<file path="src/hdl/srfd_pkg.sv">
// Shared constants, result codes and state types of the sprite run-length frame decoder.
// Depends on nothing; the decode core and the top level import it.
package srfd_pkg;

   // Largest frame dimension; width and height register values clamp to it when used.
   localparam int MAX_DIM = 1024;

   localparam int DATA_W    = 8;
   localparam int STATUS_W  = 3;
   localparam int INDEX_W   = 20;
   localparam int COL_W     = 32;
   localparam int LIT_W     = 7;
   localparam int LEN_W     = 24;
   localparam int CFG_DIM_W = 11;
   localparam int DIM_W     = $clog2(MAX_DIM + 1);
   localparam int ROW_W     = $clog2(MAX_DIM);
   localparam int BASE_W    = ROW_W + DIM_W;
   localparam int TOTAL_W   = 2 * DIM_W;

   localparam int CSR_INDEX_W = 2;
   localparam int CSR_DATA_W  = 24;

   // Register indexes of the configuration port
   localparam logic [CSR_INDEX_W-1:0] CSR_FRAME_WIDTH  = 2'd0;
   localparam logic [CSR_INDEX_W-1:0] CSR_FRAME_HEIGHT = 2'd1;
   localparam logic [CSR_INDEX_W-1:0] CSR_FLIPPED      = 2'd2;
   localparam logic [CSR_INDEX_W-1:0] CSR_FRAME_LENGTH = 2'd3;

   // Result codes
   localparam logic [STATUS_W-1:0] ST_CONSUMED = 3'd0;
   localparam logic [STATUS_W-1:0] ST_PIXEL    = 3'd1;
   localparam logic [STATUS_W-1:0] ST_DONE     = 3'd2;
   localparam logic [STATUS_W-1:0] ST_OVERRUN  = 3'd3;
   localparam logic [STATUS_W-1:0] ST_BOUNDS   = 3'd4;
   localparam logic [STATUS_W-1:0] ST_MISMATCH = 3'd5;
   localparam logic [STATUS_W-1:0] ST_IGNORED  = 3'd6;

   // Control byte codes
   localparam logic [DATA_W-1:0] EOL_CODE = 8'h80;
   localparam logic [DATA_W-1:0] RUN_MASK = 8'h7F;

   typedef struct packed {
      logic [CFG_DIM_W-1:0] frame_width;
      logic [CFG_DIM_W-1:0] frame_height;
      logic                 flipped;
      logic [LEN_W-1:0]     frame_length;
   } cfg_type;

   typedef struct packed {
      logic [LIT_W-1:0]   literal_left;
      logic [COL_W-1:0]   column;
      logic [ROW_W-1:0]   row;
      logic [BASE_W-1:0]  row_base;
      logic [LEN_W-1:0]   byte_count;
      logic [TOTAL_W-1:0] pixel_total;
      logic               finished;
   } state_type;

   typedef struct packed {
      logic [STATUS_W-1:0] status;
      logic [INDEX_W-1:0]  pixel_index;
      logic [DATA_W-1:0]   pixel_value;
   } result_type;

   // Zero reads as one, anything above MAX_DIM reads as MAX_DIM.
   function automatic logic [DIM_W-1:0] clamp_dim(input logic [CFG_DIM_W-1:0] v);
      logic [DIM_W-1:0] r;
      if (v == '0) begin
         r = DIM_W'(1);
      end else if (32'(v) > 32'(MAX_DIM)) begin
         r = DIM_W'(MAX_DIM);
      end else begin
         r = DIM_W'(v);
      end
      return r;
   endfunction

endpackage

</file>
<file path="src/hdl/sprite_rle_frame_decoder_top.sv">
// Top level of the sprite run-length frame decoder: handshakes, configuration and registers.
// Depends on srfd_pkg and srfd_core.
//
//  channel  | direction | ports                                   | transfer when
//  ---------+-----------+-----------------------------------------+-----------------------
//  req      | in        | req_data_byte, req_frame_start          | req_valid & req_ready
//  rsp      | out       | rsp_status, rsp_pixel_index, rsp_pixel_value | rsp_valid & rsp_ready
//  csr      | in        | csr_index, csr_write_data               | csr_write_enable
//
// Each coded byte passes through the input register and then the result register. One
// byte is accepted and one result delivered every cycle while the result channel does not
// stall; the throughput is set by the single decode step between the two registers.
// Reset (synchronous, active high) clears both stages, loads the register defaults
// and leaves the decoder finished, so bytes answer "ignored" until a frame start.
// A stalled result holds both stages; req_ready drops only when both are full.
module sprite_rle_frame_decoder_top (
   input  logic                               clock,
   input  logic                               reset,
   input  logic                               req_valid,
   output logic                               req_ready,
   input  logic [srfd_pkg::DATA_W-1:0]        req_data_byte,
   input  logic                               req_frame_start,
   output logic                               rsp_valid,
   input  logic                               rsp_ready,
   output logic [srfd_pkg::STATUS_W-1:0]      rsp_status,
   output logic [srfd_pkg::INDEX_W-1:0]       rsp_pixel_index,
   output logic [srfd_pkg::DATA_W-1:0]        rsp_pixel_value,
   input  logic                               csr_write_enable,
   input  logic [srfd_pkg::CSR_INDEX_W-1:0]   csr_index,
   input  logic [srfd_pkg::CSR_DATA_W-1:0]    csr_write_data
);
   import srfd_pkg::*;

   // configuration registers
   cfg_type            cfg_ff;
   cfg_type            cfg_in;

   // input register stage
   logic               in_valid_ff;
   logic               in_valid_in;
   logic [DATA_W-1:0]  in_data_ff;
   logic               in_start_ff;

   // decoder state
   state_type          state_ff;
   state_type          state_in;

   // result register stage
   logic               out_valid_ff;
   logic               out_valid_in;
   result_type         out_ff;

   state_type          core_state;
   result_type         core_result;
   logic               out_free;
   logic               advance;
   logic               req_take;

   srfd_core u_core (
      .cfg         (cfg_ff),
      .state       (state_ff),
      .data_byte   (in_data_ff),
      .frame_start (in_start_ff),
      .state_next  (core_state),
      .result      (core_result)
   );

   // The result slot is free when empty or being drained this cycle.
   assign out_free  = !out_valid_ff || rsp_ready;
   assign advance   = in_valid_ff && out_free;
   assign req_ready = !in_valid_ff || advance;
   assign req_take  = req_valid && req_ready;

   assign in_valid_in  = req_take || (in_valid_ff && !advance);
   assign out_valid_in = advance || (out_valid_ff && !rsp_ready);
   assign state_in     = advance ? core_state : state_ff;

   // Configuration writes land directly; the user must write only when idle (not enforced).
   always_comb begin
      cfg_in = cfg_ff;
      if (csr_write_enable) begin
         case (csr_index)
            CSR_FRAME_WIDTH:  cfg_in.frame_width  = csr_write_data[CFG_DIM_W-1:0];
            CSR_FRAME_HEIGHT: cfg_in.frame_height = csr_write_data[CFG_DIM_W-1:0];
            CSR_FLIPPED:      cfg_in.flipped      = csr_write_data[0];
            CSR_FRAME_LENGTH: cfg_in.frame_length = csr_write_data[LEN_W-1:0];
            default:          cfg_in = cfg_ff;
         endcase
      end
   end

   always_ff @(posedge clock) begin
      if (reset) begin
         cfg_ff.frame_width     <= CFG_DIM_W'(1);
         cfg_ff.frame_height    <= CFG_DIM_W'(1);
         cfg_ff.flipped         <= 1'b0;
         cfg_ff.frame_length    <= '0;
         in_valid_ff            <= 1'b0;
         out_valid_ff           <= 1'b0;
         state_ff.literal_left  <= '0;
         state_ff.column        <= '0;
         state_ff.row           <= '0;
         state_ff.row_base      <= '0;
         state_ff.byte_count    <= '0;
         state_ff.pixel_total   <= '0;
         state_ff.finished      <= 1'b1;
      end else begin
         cfg_ff       <= cfg_in;
         in_valid_ff  <= in_valid_in;
         out_valid_ff <= out_valid_in;
         state_ff     <= state_in;
      end
   end

   // Payload registers: capture on transfer, hold otherwise.
   always_ff @(posedge clock) begin
      if (req_take) begin
         in_data_ff  <= req_data_byte;
         in_start_ff <= req_frame_start;
      end
      if (advance) begin
         out_ff <= core_result;
      end
   end

   assign rsp_valid       = out_valid_ff;
   assign rsp_status      = out_ff.status;
   assign rsp_pixel_index = out_ff.pixel_index;
   assign rsp_pixel_value = out_ff.pixel_value;

endmodule

</file>
<file path="src/hdl/srfd_core.sv">
// Single-byte decode step: next decoder state and the result for one coded byte.
// Purely combinational; depends on srfd_pkg.
module srfd_core (
   input  srfd_pkg::cfg_type                 cfg,
   input  srfd_pkg::state_type               state,
   input  logic [srfd_pkg::DATA_W-1:0]       data_byte,
   input  logic                              frame_start,
   output srfd_pkg::state_type               state_next,
   output srfd_pkg::result_type              result
);
   import srfd_pkg::*;

   logic [DIM_W-1:0]   w;
   logic [DIM_W-1:0]   h;
   logic [DIM_W-1:0]   h_last;
   logic [ROW_W-1:0]   start_row;
   logic [ROW_W-1:0]   row_work;
   logic [ROW_W-1:0]   row_next;
   logic               row_load;
   logic               last_row;
   logic [TOTAL_W-1:0] total_prod;
   logic [BASE_W-1:0]  base_prod;
   logic [COL_W:0]     pixel_sum;
   logic [COL_W:0]     col_sum;
   logic [COL_W-1:0]   col_sat;
   logic [COL_W-1:0]   run_len;
   logic [LEN_W-1:0]   count_inc;
   state_type          work;

   assign w          = clamp_dim(cfg.frame_width);
   assign h          = clamp_dim(cfg.frame_height);
   assign h_last     = h - DIM_W'(1);
   assign start_row  = cfg.flipped ? '0 : ROW_W'(h_last);
   assign total_prod = TOTAL_W'(w) * TOTAL_W'(h);
   assign row_work   = frame_start ? start_row : state.row;
   assign last_row   = cfg.flipped ? (DIM_W'(row_work) >= h_last) : (row_work == '0);
   assign base_prod  = BASE_W'(row_next) * BASE_W'(w);

   // Literal pixels never follow a frame start within the same byte, so the
   // stored row base is the one in force here.
   assign pixel_sum  = {1'b0, state.column} + (COL_W+1)'(state.row_base);
   // A literal pixel advances the column by one, whatever its value; only a
   // control byte with bit 7 set, other than the end-of-line code, skips.
   assign run_len    = (work.literal_left == '0 && data_byte[7] && data_byte != EOL_CODE) ?
                       COL_W'(data_byte & RUN_MASK) : COL_W'(1);
   assign col_sum    = {1'b0, work.column} + {1'b0, run_len};
   assign col_sat    = col_sum[COL_W] ? '1 : col_sum[COL_W-1:0];
   assign count_inc  = work.byte_count + LEN_W'(1);

   always_comb begin
      work = state;
      if (frame_start) begin
         work.column       = '0;
         work.literal_left = '0;
         work.byte_count   = '0;
         work.pixel_total  = total_prod;
         work.finished     = 1'b0;
      end
      work.row = row_work;

      state_next         = work;
      row_next           = row_work;
      row_load           = frame_start;
      result.status      = ST_CONSUMED;
      result.pixel_index = '0;
      result.pixel_value = '0;

      if (work.finished) begin
         result.status = ST_IGNORED;
      end else if (work.byte_count >= cfg.frame_length) begin
         result.status       = ST_OVERRUN;
         state_next.finished = 1'b1;
      end else if (work.literal_left != '0) begin
         if ((COL_W+1)'(work.pixel_total) <= pixel_sum) begin
            result.status       = ST_BOUNDS;
            state_next.finished = 1'b1;
         end else begin
            result.status           = ST_PIXEL;
            result.pixel_index      = pixel_sum[INDEX_W-1:0];
            result.pixel_value      = data_byte;
            state_next.byte_count   = count_inc;
            state_next.column       = col_sat;
            state_next.literal_left = work.literal_left - LIT_W'(1);
         end
      end else if (data_byte == EOL_CODE) begin
         state_next.byte_count = count_inc;
         if (last_row) begin
            state_next.finished = 1'b1;
            result.status = (count_inc != cfg.frame_length) ? ST_MISMATCH : ST_DONE;
         end else begin
            row_next          = cfg.flipped ? row_work + ROW_W'(1) : row_work - ROW_W'(1);
            row_load          = 1'b1;
            state_next.column = '0;
         end
      end else if (data_byte[7]) begin
         state_next.byte_count = count_inc;
         state_next.column     = col_sat;
      end else if (data_byte != '0) begin
         state_next.byte_count   = count_inc;
         state_next.literal_left = data_byte[LIT_W-1:0];
      end

      state_next.row = row_next;
      if (row_load) begin
         state_next.row_base = base_prod;
      end
   end

endmodule

</file>
<file path="config.mk">
export PLATFORM = sky130hd
export DESIGN_NAME = sprite_rle_frame_decoder_top
export DESIGN_NICKNAME = d
export VERILOG_FILES = /design/src/hdl/srfd_pkg.sv /design/src/hdl/sprite_rle_frame_decoder_top.sv /design/src/hdl/srfd_core.sv
export SDC_FILE = /design/constraint.sdc
export NUM_CORES = 1
export LEC_CHECK = 0
export ABC_AREA = 0
export BUFFER_PORTS_ARGS = -buffer_cell sky130_fd_sc_hd__buf_2
export CELL_PAD_IN_SITES_DETAIL_PLACEMENT = 1
export CELL_PAD_IN_SITES_GLOBAL_PLACEMENT = 1
export CORE_MARGIN = 8
export CORE_UTILIZATION = 49
export DETAILED_ROUTE_END_ITERATION = 10
export GPL_TIMING_DRIVEN = 0
export HOLD_SLACK_MARGIN = 0.06
export PLACE_DENSITY_LB_ADDON = 0.1
export SYNTH_ARGS = -nofsm -noshare
export SYNTH_HDL_FRONTEND = slang
export SYNTH_SLANG_ARGS = --single-unit
</file>
<file path="constraint.sdc">
create_clock -name clock -period 12.6 [get_ports clock]
set_input_delay 1.89 -clock clock [delete_from_list [all_inputs] [get_ports clock]]
set_output_delay 1.89 -clock clock [all_outputs]
set_load 0.05 [all_outputs]
</file>
# == Yosys cells after proc, flatten, opt, wreduce, memory -nomap -nowiden ==
# Index checks and enable logic that the tools add are counted.
# op_classes
n_addsub,7
n_mul,2
n_lt_le_gt_ge,5
n_eq_ne,6
n_mux,51
n_bitwise,1
reduce_logical,28
# op_table
op,n
$mux 39,5
$mux 24,7
$mux 32,4
$mux 10,8
$mux 47,1
$mux 11,4
$add 32x21->33,1
$add 32x32->33,1
$le 22x33->1,1
$mux 7,4
$add 24x1->24 const B,1
$ge 24x24->1,1
$ne 24x24->1,1
$gt 11x11->1 const B,2
$logic_not 11->1,2
$mul 11x11->22,1
$mul 10x11->21,1
$mux 3,6
$mux 1,12
$ge 10x11->1,1
$sub 11x1->11 const B,1
$add 10x1->10 const B,1
$logic_not 10->1,1
$reduce_and 2->1,5
other kinds (16),28
# totals
ff_bits,206
in_bits,40
output_inout_bits,33
word_cells,119

# == Longest topological paths before layout ==
# logic_depth
depth_word,14
mapped_depth,43
depth_no_buf,40

# == Hierarchy ==
# A second synthesis with hierarchy kept.
# unflattened
cells_unflattened,3097
hier_area_um2,24986.5
# modules_own_cells
mod,instances,cells_each,area_each_um2,seq_area_each_um2
srfd_core,1,2334,16888.7,0.0
sprite_rle_frame_decoder_top,1,763,8097.8,4524.3

# == Least setup slack after synthesis ==
# No wires, ideal clock.
# synth_timing
kind,register to register
startpoint,register in_start_ff
endpoint,register state_ff[67] (netlist bit)
setup_ps,86
arrival_ps,9844
required_ps,12514
slack_ps,2670
path_stages_with_launch,41
n_path_buf,9
period_less_slack_ps,9930
path_cell_list,edfxtp_1 clkbuf_1 clkbuf_1 buf_1 clkbuf_1 buf_1 buf_1 buf_1 nor2b_1 ha_1 a2111o_1 a211oi_1 o21ai_0 a21oi_1 a21oi_1 nand2b_1 clkbuf_1 nor3_2 [5 not listed] fa_1 inv_1 fa_1 inv_1 fa_1 inv_1 fa_1 inv_1 ha_1 a2111oi_0 nor3_1 nor2_1 a21oi_1 a31oi_1 o21ai_0 a31oi_1 xnor2_1 a211oi_1
# synth_via
elab_chain_len,9
word_cells_on_any_way,23
classes_between,add/sub: 2; mul: 1; order compare: 2; mux: 15; reduce/logical: 3
# synth_lines
item,line,rtl
"start, declared",sprite_rle_frame_decoder_top.sv:42,logic in_start_ff;
"start signal, assigned",sprite_rle_frame_decoder_top.sv:119,in_start_ff <= req_frame_start;
$mux 10,srfd_core.sv:35,assign row_work = frame_start ? start_row : state.row;
"$sub 10x1->10, or another cell as far along",srfd_core.sv:91,row_next = cfg.flipped ? row_work + ROW_W'(1) : row_work - ROW_W'(1);
$mux 10 / $mux 1 (equally long branches),"srfd_core.sv:91, srfd_core.sv:36",
$mux 10 / $mux 1 (equally long branches),srfd_core.sv:87,if (last_row) begin
$mux 10 / $mux 1 (equally long branches),srfd_core.sv:85,end else if (data_byte == EOL_CODE) begin
$mux 10 / $mux 1 (equally long branches),srfd_core.sv:73,end else if (work.literal_left != '0) begin
$mux 10 / $mux 1 (equally long branches),srfd_core.sv:70,end else if (work.byte_count >= cfg.frame_length) begin
$mux 10 / $mux 1 (equally long branches),srfd_core.sv:68,if (work.finished) begin
$mul 10x11->21 / $reduce_and 2->1 (equally long branches),--,
"end signal, assigned",sprite_rle_frame_decoder_top.sv:111,state_ff <= state_in;
"end, declared",sprite_rle_frame_decoder_top.sv:45,state_type state_ff;
# Parallel ways exist; a longest one is shown, timed or not.
# A chain may end at the register's enable or synchronous reset.

# == Worst setup path in the final report ==
# Ends and elaborated chain as after synthesis.

==> results.md <==
Outcome:
- The flow ran to the end, and the final reports show no timing, DRC or antenna violations.

Hold path:
- The worst min-delay path category is reg2reg.

Synth:
- The sequential share of the synthesized area is 0.206.
- After synthesis, the share of flip-flops with an asynchronous set or reset is 0.
- Yosys printed 0 warnings.
- The adder-cell area share of the yosys netlist is 0.260.
- The mean instance size in the synthesized netlist is 7.97 um2.
- Synthesis instantiated 90 different standard cells from the library.
- Measured against the total synthesized area, the mux share comes to 0.0241.
- Of the total synthesized cell area, the portion taken by XOR and XNOR cells is 0.0470.
- The synthesized instance count is 2757.
- The synthesis-stage register bit count is 206.
- After synthesis, the largest family of logic cells by area is adder cells.
- Yosys mapped a number of flops with a built-in enable equal to 40.
- The share of the synthesized area in compound gates (AO/OA/AOI/OAI) was 0.171.
- The cell area that synthesis handed to floorplanning was 22000 um2.
- The most used flip-flop cell after synthesis is dfxtp_1.
- When the netlist entered floorplanning its net count stood at 3161.
- The simple-gate share of the synthesized area is 0.225.

Clock network:
- Buffers inserted during clock tree synthesis total 25.
- The maximum count of clock buffers along a single path is 3.
- The TritonCTS clock tree is yes.
- The clock latency at the later pin of the worst-skew pair is 550 ps.
- After clock tree synthesis, the clock-pin slew on the worst setup and hold paths is 60 ps.
- The number of clock sinks seen by CTS is 206.
- CTS built an H-tree with a depth of 1.
- Clock tree synthesis selected as its root buffer the cell clkbuf_16.

Run:
- Across the run, the number of max-cap violations was 0.

Timing:
- The remaining max-slew budget at the tightest pin is 0.163.
- The period utilization is 0.959.
- The count of pins over their slew limit is 0.
- Static timing analysis puts the maximum clock frequency at 82.7 MHz.
- The total of endpoints with negative setup slack in the final report is 0.
- The clock period could shrink to 12090 ps.
- The actual transition at the worst max-transition pin is 1250 ps.
- Setup repair after global routing left no endpoint under its margin.
- After layout, the worst setup slack is 514 ps.
- Clock skew on the completed layout was measured at 20.0 ps.
- The final hold violation count is 0.

Power and ir drop:
- The worst-case IR drop observed on VDD is 97.3 uV.
- The total power draw is 1.90 mW.
- The leakage power figure is 10.6 nW.
- In this run the power density over the cells is 79.0 nW/um2.

Worst setup path:
- In this run the worst path has a maximum fanout of 19.
- The sort of element at the end of the critical path is a flop.
- For this design, the slowest cell found on the critical path is clkdlybuf4s18_2.
- Data on the critical path is required at its endpoint by 12980 ps.
- The startpoint class of the critical path is a flop.
- The data arrival at the endpoint of the critical path is 12470 ps.
- The critical path's largest stage delay is 610 ps.
- By startpoint and endpoint, the worst setup path is classified as reg2reg.
- The cell that appears most often on the critical path is fa_1.

Global route:
- The first global-routing pass estimated 131000 um of wire.
- The number of antenna violations at the first check in global routing was 2.
- For this run the aggregate overflow at the end of global routing stands at 0.
- The via count of the first global-routing pass is 23082.
- The maximum number of pins on one net before global-route repair is 24.
- The overall track demand over capacity in global routing is 0.314.

Route:
- The wire length on met2 is 38600 um.
- The overall routed net length is 84100 um.
- After detailed routing, the number of remaining DRC violations is 0.
- The wire length on met3 is 6070 um.
- The routed length per placed instance is 24.3 um.
- After the first detailed-routing iteration, the DRC count stood at 1790.
- The routed metal-1 wirelength is 35500 um.
- After detailed routing, no signal wire sits above met5.
- The detailed-route vias per instance is 6.19.
- The first-pass detailed-route iteration total is 6.
- Once detail routing completed, the nets flagged for antenna violations numbered 0.
- The total via count in the routed design is 21448.

Cells and area:
- 0 antenna diodes ended up in the layout.
- Compared with the post-synthesis result, the final layout area differs by 9.23%.
- The final-layout fill cell count is 5527.
- Once layout is complete, the utilization of the core stands at 0.543.
- The multi-input combinational cells in the finished layout cover a total of 16000 um2.
- In the final layout, the share of cells above drive strength 1 is 0.0727.
- The final layout contains 3260 nets.
- The area occupied by registers is 4520 um2.

Die:
- The number of placement rows is 77.
- The total I/O pin count is 73.
- Measured along the x axis, the die boundary spans 228 um.
- The area of the die is 51900 um2.
- The core region is 44200 um2.
- The effective utilization at floorplan is 0.497.
- The vertical die dimension is 228 um.

Place:
- The number of port buffers is 71.
- The final weighted congestion in routability-driven placement is 0.938.
- The post-placement setup slack is -2170 ps.
- The HPWL after detailed placement is 67700 um.
## placed cells by master (no fill, tap or decap), types with 18 or more instances in the layout
cell,n
nor2_1,300
a21oi_1,190
nand2b_1,19
or3_1,22
xor2_1,36
mux2i_1,26
buf_2,80
nor3_1,59
nand2_1,370
mux2_2,24
fa_1,153
a211oi_1,28
a21o_1,47
dfxtp_1,166
clkbuf_1,108
inv_1,243
nand4_1,26
xnor2_1,82
o21ai_0,93
or2_2,23
nand3_1,57
edfxtp_1,40
and3_1,20
nor2b_1,66
clkbuf_16,25
ha_1,211
o31ai_1,18
and2_1,36
## layout make-up
type | count | share of cell area
Multi-Input combinational cell | 2166 | 0.666
Sequential cell | 206 | 0.188
Inverter | 246 | 0.0386
Tap cell | 592 | 0.0309
Clock buffer | 27 | 0.0264
Buffer | 137 | 0.0237
Timing Repair Buffer | 74 | 0.0171
Clock inverter | 18 | 0.00860
## final timing paths
check	slack, ps	start	endpoint	depth (start not counted)
hold reg to reg	450	state_ff[15]$_SDFFE_PP0P_	state_ff[15]$_SDFFE_PP0P_	2
setup / recovery	510	in_start_ff$_DFFE_PP_	state_ff[67]$_SDFFE_PP0P_	39
hold / removal	450	state_ff[15]$_SDFFE_PP0P_	state_ff[15]$_SDFFE_PP0P_	2
setup reg to reg	510	in_start_ff$_DFFE_PP_	state_ff[67]$_SDFFE_PP0P_	39
## registers in the layout, summed over array words and instances (netlist names)
signal / count
cfg_ff: 47
in_data_ff: 8
in_start_ff: 1
in_valid_ff: 1
rsp_pixel_index: 20
rsp_pixel_value: 8
rsp_status: 3
rsp_valid: 1
state_ff: 117
## stage by stage
stage / TNS [ps] / hold WS, ps / area (um2) / cells
finish: 0 / 455 / 24000 / 3466
global route: 0 / 472 / 24000 / 3466
CTS: 0 / 457 / 24000 / 3464
detailed placement: -21070 / 448 / 23100 / 3421
global placement: -18570 / 439 / 23100 / 3420
floorplan: 0 / 434 / 22000 / 2757
## cells in the mapped netlist, types with 8 or more instances
cell       number  area (um2)
or2_2          23         144
o21bai_1       10        75.1
edfxtp_1       40        1200
buf_2           8        40.0
nor2b_1        66         413
xor2_1         36         315
clkbuf_1      116         435
and2_1         36         225
nand4_1        26         163
a221oi_1       12         105
a2111oi_0       8        70.1
o31ai_1        18         135
buf_1          12        45.0
nand3b_1       14         105
dfxtp_1       166        3320
o21a_1         15         113
o22ai_1        10        62.6
a221o_1        10         100
o211ai_1       17         128
nand2b_1       19         119
a21oi_1       190         951
o21ai_0        93         465
a32o_1          9        90.1
mux2i_1        26         260
nand3_1        57         285
fa_1          153        3060
nor2_1        300        1130
a211oi_1       28         210
nor4_1         17         106
or3_1          22         138
mux2_2         24         270
nor3_1         60         300
a21o_1         47         353
nand2_1       370        1390
a31oi_1        16         100
a22o_1          9        78.8
and3_1         20         125
ha_1          211        2640
inv_1         243         912
xnor2_1        82         718
a211o_1         8        70.1
## metal layers
| layer | GRT usage | up-vias |
|---|---|---|
| met3 | 0.0586 | 250 |
| li1 | - | 9665 |
| met2 | 0.518 | 831 |
| met1 | 0.399 | 10698 |
| met5 | 0 | - |
| met4 | 0.133 | 4 |
## cell families after synthesis
kind of cell    Yosys count
mux                      50
buf+inv                 385
fa+ha+maj               364
flops                   206
compound gates          570
simple gates           1064
xor+xnor                118
## power by group
group | switching [mW] | internal (mW) | leakage [nW] | total [mW]
combinational | 0.297 | 0.133 | 8.45 | 0.430
sequential | 0.0164 | 0.689 | 1.73 | 0.705
clock | 0.314 | 0.448 | 0.413 | 0.762
## critical path, delay by kind of cell (launching register included)
| kind | cells | cell delay, ps |
|---|---|---|
| fa+ha+maj | 7 | 3320 |
| compound gates | 11 | 2510 |
| flops | 1 | 550 |
| simple gates | 8 | 1390 |
| xor+xnor | 1 | 490 |
| buf+inv | 12 | 3630 |
## timing repair
action | CTS | global route
hold buffers | 0 | 0
setup buffers | 0 | 2
endpoints found under the hold margin | 0 | 0
setup endpoints to repair | 15 | 8
gates resized for setup | 7 | 21
pin swaps | 0 | 1
No activity file was read; power rests on OpenSTA's default activity.
